<file path="src/hw/rtl/modular_exponentiation_macros.svh">
// assertion macros for the modular exponentiation block
`ifndef MODULAR_EXPONENTIATION_MACROS_SVH
`define MODULAR_EXPONENTIATION_MACROS_SVH

// same-cycle implication, checked out of reset
`define MEXP_ASSERT_IMPL(lbl, ante, cons, msg) \
    lbl: assert property (@(posedge i_clk) disable iff (!i_rst_n) (ante) |-> (cons)) \
        else $error(msg);

// next-cycle implication, checked out of reset
`define MEXP_ASSERT_NEXT(lbl, ante, cons, msg) \
    lbl: assert property (@(posedge i_clk) disable iff (!i_rst_n) (ante) |=> (cons)) \
        else $error(msg);

`endif

</file>
<file path="src/hw/rtl/mexp_pkg.sv">
// shared constants and types of the modular exponentiation block
package mexp_pkg;

    // fixed prime modulus and field widths
    localparam longint unsigned MODULUS = 64'd1000000007;
    localparam int IN_W  = 63;
    localparam int EXP_W = 63;
    localparam int RES_W = 30;

    // residue width and multiplier operand/product widths
    localparam int MOD_W = $clog2(MODULUS + 64'd1);
    localparam int OPW   = MOD_W + 2;
    localparam int PW    = 2 * OPW;

    // base is reduced in chunks of MOD_W bits, top chunk first
    localparam int NCH   = (IN_W + MOD_W - 1) / MOD_W;
    localparam int CNT_W = $clog2(NCH + 1);

    // barrett reciprocal floor(2^(2*MOD_W) / MODULUS)
    localparam logic [63:0]      MU_FULL = (64'd1 << (2 * MOD_W)) / MODULUS;
    localparam logic [OPW-1:0]   MU      = MU_FULL[OPW-1:0];
    localparam logic [MOD_W-1:0] ONE_RES = MOD_W'(64'd1 % MODULUS);

    // command to the shared modular multiplier
    typedef struct packed {
        logic               go;
        logic               load;   // reduce p directly instead of a*b
        logic [MOD_W-1:0]   a;
        logic [MOD_W-1:0]   b;
        logic [2*MOD_W-1:0] p;
    } t_mm_cmd;

endpackage

</file>
<file path="src/hw/rtl/mexp_modmul.sv">
// shared multiplier with barrett reduction: (a*b) mod MODULUS or p mod MODULUS
module mexp_modmul (
    input  logic                          i_clk,
    input  logic                          i_rst_n,
    input  mexp_pkg::t_mm_cmd             i_cmd,
    output logic                          o_done,
    output logic [mexp_pkg::MOD_W-1:0]    o_res
);
    import mexp_pkg::*;

    localparam logic [1:0] PH_IDLE = 2'd0;
    localparam logic [1:0] PH_Q    = 2'd1;
    localparam logic [1:0] PH_R    = 2'd2;
    localparam logic [1:0] PH_C    = 2'd3;

    localparam logic [OPW-1:0] MOD_X1 = OPW'(MODULUS);
    localparam logic [OPW-1:0] MOD_X2 = OPW'(2 * MODULUS);

    logic [1:0]         r_phase, n_phase;
    logic [2*MOD_W-1:0] r_p;
    logic [PW-1:0]      r_t;
    logic               r_done;
    logic [MOD_W-1:0]   r_res;

    logic [OPW-1:0]     op_a, op_b;
    logic [PW-1:0]      prod;
    logic [OPW-1:0]     diff, diff_m1, diff_m2, fixed;

    // operand select for the single multiplier
    always_comb begin
        unique case (r_phase)
            PH_IDLE: begin
                op_a = OPW'(i_cmd.a);
                op_b = OPW'(i_cmd.b);
            end
            PH_Q: begin
                op_a = OPW'(r_p[2*MOD_W-1:MOD_W-1]);
                op_b = MU;
            end
            PH_R: begin
                op_a = OPW'(r_t[2*MOD_W+1:MOD_W+1]);
                op_b = MOD_X1;
            end
            default: begin
                op_a = '0;
                op_b = '0;
            end
        endcase
    end

    assign prod = op_a * op_b;

    // remainder estimate is below 3*MODULUS, fold it down
    always_comb begin
        diff    = r_p[OPW-1:0] - r_t[OPW-1:0];
        diff_m1 = diff - MOD_X1;
        diff_m2 = diff - MOD_X2;
        if (diff >= MOD_X2) begin
            fixed = diff_m2;
        end else if (diff >= MOD_X1) begin
            fixed = diff_m1;
        end else begin
            fixed = diff;
        end
    end

    // phase sequence
    always_comb begin
        n_phase = r_phase;
        unique case (r_phase)
            PH_IDLE: begin
                if (i_cmd.go) begin
                    n_phase = PH_Q;
                end
            end
            PH_Q:    n_phase = PH_R;
            PH_R:    n_phase = PH_C;
            default: n_phase = PH_IDLE;
        endcase
    end

    // control registers
    always_ff @(posedge i_clk) begin
        if (!i_rst_n) begin
            r_phase <= PH_IDLE;
            r_done  <= 1'b0;
        end else begin
            r_phase <= n_phase;
            r_done  <= (r_phase == PH_C);
        end
    end

    // datapath registers
    always_ff @(posedge i_clk) begin
        if (r_phase == PH_IDLE && i_cmd.go) begin
            r_p <= i_cmd.load ? i_cmd.p : prod[2*MOD_W-1:0];
        end
        if (r_phase == PH_Q || r_phase == PH_R) begin
            r_t <= prod;
        end
        if (r_phase == PH_C) begin
            r_res <= fixed[MOD_W-1:0];
        end
    end

    assign o_done = r_done;
    assign o_res  = r_res;

endmodule

</file>
<file path="src/hw/rtl/modular_exponentiation.sv">
// modular exponentiation top level: sequencer around one shared modular multiplier
//
// Computes power_result = base_value ^ exponent mod 1000000007.
// Input: raise start with i_base_value and i_exponent; the item is taken at
// the clock edge where start is high and busy is low. busy stays high until
// the result has been issued; start is ignored while busy.
// Output: o_power_result is valid for exactly one cycle, marked by o_valid.
// There is no backpressure; the receiver must take it in that cycle.
// Sequence: the base is first reduced in 3 chunks of 30 bits, top chunk first,
// then each exponent bit from the low end costs a squaring and a multiply
// when the bit is set, the last set bit skipping its squaring. A zero
// exponent gives o_valid straight after the base reduction.
// busy is already low in the o_valid cycle, so the next item can be taken
// at the edge that ends it; one item at a time.
// Every step goes through the one modular multiplier (multiply, barrett
// quotient, quotient times modulus, correction).
// Reset (synchronous, active low) returns the block to idle, drops busy and
// discards any item in progress without issuing a result.

`include "modular_exponentiation_macros.svh"

module modular_exponentiation (
    input  logic                          i_clk,
    input  logic                          i_rst_n,
    input  logic                          start,
    output logic                          busy,
    input  logic [mexp_pkg::IN_W-1:0]     i_base_value,
    input  logic [mexp_pkg::IN_W-1:0]     i_exponent,
    output logic                          o_valid,
    output logic [mexp_pkg::RES_W-1:0]    o_power_result
);
    import mexp_pkg::*;

    localparam logic [2:0] S_IDLE  = 3'd0;
    localparam logic [2:0] S_RED   = 3'd1;
    localparam logic [2:0] S_RED_W = 3'd2;
    localparam logic [2:0] S_BIT   = 3'd3;
    localparam logic [2:0] S_MUL_W = 3'd4;
    localparam logic [2:0] S_SQ    = 3'd5;
    localparam logic [2:0] S_SQ_W  = 3'd6;

    localparam logic [CNT_W-1:0] LAST_CHUNK = CNT_W'(NCH - 1);

    logic [2:0]           r_state, n_state;
    logic [NCH*MOD_W-1:0] r_x, n_x;
    logic [MOD_W-1:0]     r_base, n_base;
    logic [MOD_W-1:0]     r_acc, n_acc;
    logic [EXP_W-1:0]     r_exp, n_exp;
    logic [CNT_W-1:0]     r_cnt, n_cnt;
    logic                 r_valid, n_valid;
    logic [RES_W-1:0]     r_result, n_result;

    t_mm_cmd              mm_cmd;
    logic                 mm_done;
    logic [MOD_W-1:0]     mm_res;
    logic                 exp_last;

    assign exp_last = ((r_exp >> 1) == '0);

    // shared modular multiplier
    mexp_modmul u_modmul (
        .i_clk   (i_clk),
        .i_rst_n (i_rst_n),
        .i_cmd   (mm_cmd),
        .o_done  (mm_done),
        .o_res   (mm_res)
    );

    // sequencer: base reduction, then square-and-multiply from the low bit up
    always_comb begin
        n_state  = r_state;
        n_x      = r_x;
        n_base   = r_base;
        n_acc    = r_acc;
        n_exp    = r_exp;
        n_cnt    = r_cnt;
        n_valid  = 1'b0;
        n_result = r_result;
        mm_cmd.go   = 1'b0;
        mm_cmd.load = 1'b0;
        mm_cmd.a    = r_base;
        mm_cmd.b    = r_base;
        mm_cmd.p    = {r_base, r_x[NCH*MOD_W-1 -: MOD_W]};
        unique case (r_state)
            S_IDLE: begin
                if (start) begin
                    n_x     = (NCH*MOD_W)'(i_base_value);
                    n_exp   = i_exponent[EXP_W-1:0];
                    n_base  = '0;
                    n_acc   = ONE_RES;
                    n_cnt   = '0;
                    n_state = S_RED;
                end
            end
            S_RED: begin
                // horner step: (partial * 2^MOD_W + chunk) mod MODULUS
                mm_cmd.go   = 1'b1;
                mm_cmd.load = 1'b1;
                n_x         = r_x << MOD_W;
                n_state     = S_RED_W;
            end
            S_RED_W: begin
                if (mm_done) begin
                    n_base = mm_res;
                    n_cnt  = r_cnt + 1'b1;
                    n_state = (r_cnt == LAST_CHUNK) ? S_BIT : S_RED;
                end
            end
            S_BIT: begin
                if (r_exp == '0) begin
                    n_valid  = 1'b1;
                    n_result = RES_W'(r_acc);
                    n_state  = S_IDLE;
                end else if (r_exp[0]) begin
                    mm_cmd.go = 1'b1;
                    mm_cmd.a  = r_acc;
                    n_state   = S_MUL_W;
                end else begin
                    mm_cmd.go = 1'b1;
                    n_state   = S_SQ_W;
                end
            end
            S_MUL_W: begin
                if (mm_done) begin
                    n_acc = mm_res;
                    if (exp_last) begin
                        // no higher bits: the final squaring is not needed
                        n_valid  = 1'b1;
                        n_result = RES_W'(mm_res);
                        n_state  = S_IDLE;
                    end else begin
                        n_state = S_SQ;
                    end
                end
            end
            S_SQ: begin
                mm_cmd.go = 1'b1;
                n_state   = S_SQ_W;
            end
            S_SQ_W: begin
                if (mm_done) begin
                    n_base  = mm_res;
                    n_exp   = r_exp >> 1;
                    n_state = S_BIT;
                end
            end
            default: begin
                n_state = S_IDLE;
            end
        endcase
    end

    // control registers
    always_ff @(posedge i_clk) begin
        if (!i_rst_n) begin
            r_state <= S_IDLE;
            r_valid <= 1'b0;
        end else begin
            r_state <= n_state;
            r_valid <= n_valid;
        end
    end

    // working and result registers
    always_ff @(posedge i_clk) begin
        r_x      <= n_x;
        r_base   <= n_base;
        r_acc    <= n_acc;
        r_exp    <= n_exp;
        r_cnt    <= n_cnt;
        r_result <= n_result;
    end

    assign busy           = (r_state != S_IDLE);
    assign o_valid        = r_valid;
    assign o_power_result = r_result;

    // checks
    `MEXP_ASSERT_NEXT(a_accept_busy, start && !busy, busy, "accepted item did not raise busy")
    `MEXP_ASSERT_IMPL(a_valid_idle, o_valid, !busy, "result issued while still busy")
    `MEXP_ASSERT_IMPL(a_result_range, o_valid, 64'(o_power_result) < MODULUS, "result not reduced")
    `MEXP_ASSERT_IMPL(a_done_waiting, mm_done, (r_state == S_RED_W) || (r_state == S_MUL_W) || (r_state == S_SQ_W), "multiplier finished with no step pending")

endmodule

</file>
<file path="config.mk">
export PLATFORM = sky130hd
export DESIGN_NAME = modular_exponentiation
export DESIGN_NICKNAME = d
export VERILOG_FILES = /design/src/hw/rtl/mexp_pkg.sv /design/src/hw/rtl/mexp_modmul.sv /design/src/hw/rtl/modular_exponentiation.sv
export VERILOG_INCLUDE_DIRS = /design/src /design/src/hw/rtl
export SDC_FILE = /design/constraint.sdc
export NUM_CORES = 2
export LEC_CHECK = 0
export BUFFER_PORTS_ARGS = -buffer_cell sky130_fd_sc_hd__buf_2
export CAP_MARGIN = 20
export CORE_UTILIZATION = 60
export DETAILED_ROUTE_END_ITERATION = 7
export PLACE_DENSITY = 0.86
export SLEW_MARGIN = 20
export SYNTH_ARGS = -nofsm -noshare
export SYNTH_HDL_FRONTEND = slang
export SYNTH_SLANG_ARGS = --single-unit
export TNS_END_PERCENT = 20
</file>
<file path="constraint.sdc">
create_clock -name i_clk -period 11.3 [get_ports i_clk]
set_input_delay 1.13 -clock i_clk [delete_from_list [all_inputs] [get_ports i_clk]]
set_output_delay 1.13 -clock i_clk [all_outputs]
set_load 0.005 [all_outputs]
</file>
==> impl_results.md <==
- Fin. Hold Viols: 0
- Area delta synth->final: 7.12%
- WHS Path Cells: 2
- First-pass DRT Iterations: 6
- Area of the multi-input gates: 34300 um^2
- Final Max Slew Viols: 0
- Fin crit period: 10.84 ns
- Final std cells w/o fill: 6361
- Die ar.: 85100 um^2
- Crit Path Class: reg -> reg
- Unrepaired setup endpoints after global routing: no
- #FFs+latches synth: 404
- Fill cell count: 6247
- Synth top area cells: fa_1 33%, edfxtp_1 24%, ha_1 7.3%
- Via Count: 39200
- Initial core utilization: 60.9%
- CTS tree: built
- Synth Warn #: 0
- Synth Area per Inst: 9.75 um^2
- Sequential cell area: 12100 um^2
- Drt wl/cell: 24.3 um
- CP Data Arrival Time: 11.13 ns
- CP most frequent cell: fa_1
- Fmax: 92.3 MHz
- Hold Path Class: reg -> reg
- First-pass GRT wire length: 239000 um
- Final WS setup: 0.463 ns
- Starting DRT DRC Count: 4852
- Slowest cell on the critical path: a222oi_1
- FFs w/ async S/R, synth: 0%
- Reg2Reg Depth: 32
- WP data required: 11.60 ns
- Clock sinks: 404
- Final wirelength: 155000 um
- CP endpoint kind: flop
- Antenna Nets Post-Route: 0
- Clock tree buffer depth: 3
- Worst-margin pin slew: 1.12 ns
- Setup TNS: 0 ns
- Rel. slew slack: 25.4%
- Critical path startpoint category: flop
- Max incr delay on CP: 0.72 ns
- Num rows: 105
- Commonest cells post-synth: 838 x fa_1, 826 x inv_1, 815 x nand2_1
- Die Height: 292 um
- Reg clk slew, reported paths: 0.08 ns
- Initial antenna violation count: 2
- Status: complete, no violations
- Post-Syn Nets: 6425
- WHS: 0.510 ns
- R2R setup slack: 0.46 ns
- Post-synthesis sequential area ratio: 23.9%
- Vias in the first global route: 40600
- Synth Instances: 5164
- Largest net degree at the start of global routing: 91
- Maxcap violations: 0
- Port bufs: 160
- GRT Util Overall: 37.0%
- GRT Residual Overflow: 0
- CTS Buf Count: 36
- Layout cells sized above 1: 10.9%
- Hold-fix buffers, CTS: 0
- Detail Placement HPWL: 126000 um
- Max H-tree Level: 2
- Post-synth EDFFs: 397
- Drt drc: 0
- Most frequent cell after synthesis: fa_1
- Cell taking the most area after synthesis: fa_1
- Dpl cells: 6294
- Core area: 82600 um^2
- Drt via density: 6.16
- Num ports: 161
- Mapped Area: 50400 um^2
- Pre-CTS WS: 0.498 ns
- Area share of the largest cell type after synthesis: 33.3%
- Setup Skew: 0.0235 ns
- Die X-Extent: 292 um
- GPL Wtd Cong: 1.04
- Worst-path fanout max: 20
- Distinct cell type count after synthesis: 95
- Final net count: 6523
- Clk root buf: clkbuf_16
- Worst-Skew Late Latency: 0.54 ns
- Synth Flop Type: edfxtp_1
- # setup viols final: 0
- Final period utilization: 95.9%
[cells in the final DEF, fill, tap and decap left out, drive strengths merged, types with 104 or more instances in the layout]
master	synthesis	layout
fa	838	838
a21oi	143	143
edfxtp	397	397
buf	25	319
mux2	104	104
nand2	815	815
and2	125	125
nor2	586	586
ha	294	294
inv	826	827
[kinds of logic (layout without fill, tap and decap cells)]
logic type	Yosys count	in the layout	share of synthesized area (%)
compound gates	491	491	6.97
xor+xnor	111	111	2.00
fa+ha+maj	1132	1132	40.6
buf+inv	1085	1211	8.18
flops	404	404	23.9
mux	108	108	2.41
other cells	0	1	0
simple gates	1833	1833	15.9
[sequential cells by signal (all words and copies together) (netlist names), 3 cells and up]
name / cells
u_modmul.o_res: 30
u_modmul.r_t: 62
r_base: 30
r_exp: 63
r_state: 3
u_modmul.r_p: 60
o_power_result: 30
r_x: 90
r_acc: 30
[timing repair]
action / CTS / global route
buffers inserted: 0 / 0
endpoints found under the setup margin: 0 / 3
resized for setup: 0 / 1
[layer usage]
layer	global-route usage, %	wire (um)	vias up
met5	0	13	-
met4	15.6	8010	2
met3	9.74	20100	536
met2	58.4	70200	2740
met1	48.7	56200	19400
li1	-	-	16500
[area by class of cell]
cell class / instances / share of cell area [%]
repair buffers: 319 / 3.70
flip-flops and latches: 404 / 22.4
multi-input cells: 3675 / 63.6
well taps: 1070 / 2.48
clock buffers: 44 / 1.80
clock inverters: 22 / 0.336
inverters: 826 / 5.75
diodes: 1 / 0.00464
[critical path: cells and delay by family (launching register included)]
| kind | cells | cell delay, ns |
|---|---|---|
| multiplexers | 1 | 0.28 |
| buffers and inverters | 5 | 0.49 |
| AO/OA/AOI/OAI | 9 | 3.15 |
| flip-flops | 1 | 0.71 |
| AND/OR/NAND/NOR | 7 | 1.41 |
| XOR/XNOR | 1 | 0.11 |
| adder cells (fa/ha/maj) | 9 | 4.43 |
[final timing paths]
check             start               end
min reg2reg     r_x[67]   u_modmul.r_p[7]
min             r_x[67]   u_modmul.r_p[7]
max reg2reg  r_state[2]  u_modmul.r_p[54]
max          r_state[2]  u_modmul.r_p[54]
[metrics by stage]
step / utilization, % / instance area (um^2)
6_report: 65.3 / 53900
3_5_place_dp: 63.9 / 52800
5_1_grt: 65.3 / 53900
2_1_floorplan: - / 50400
4_1_cts: 65.3 / 53900
3_3_place_gp: 63.9 / 52800
Power is not shown: default switching activity piles up to over one toggle a cycle in this logic, so the estimate is an artifact.
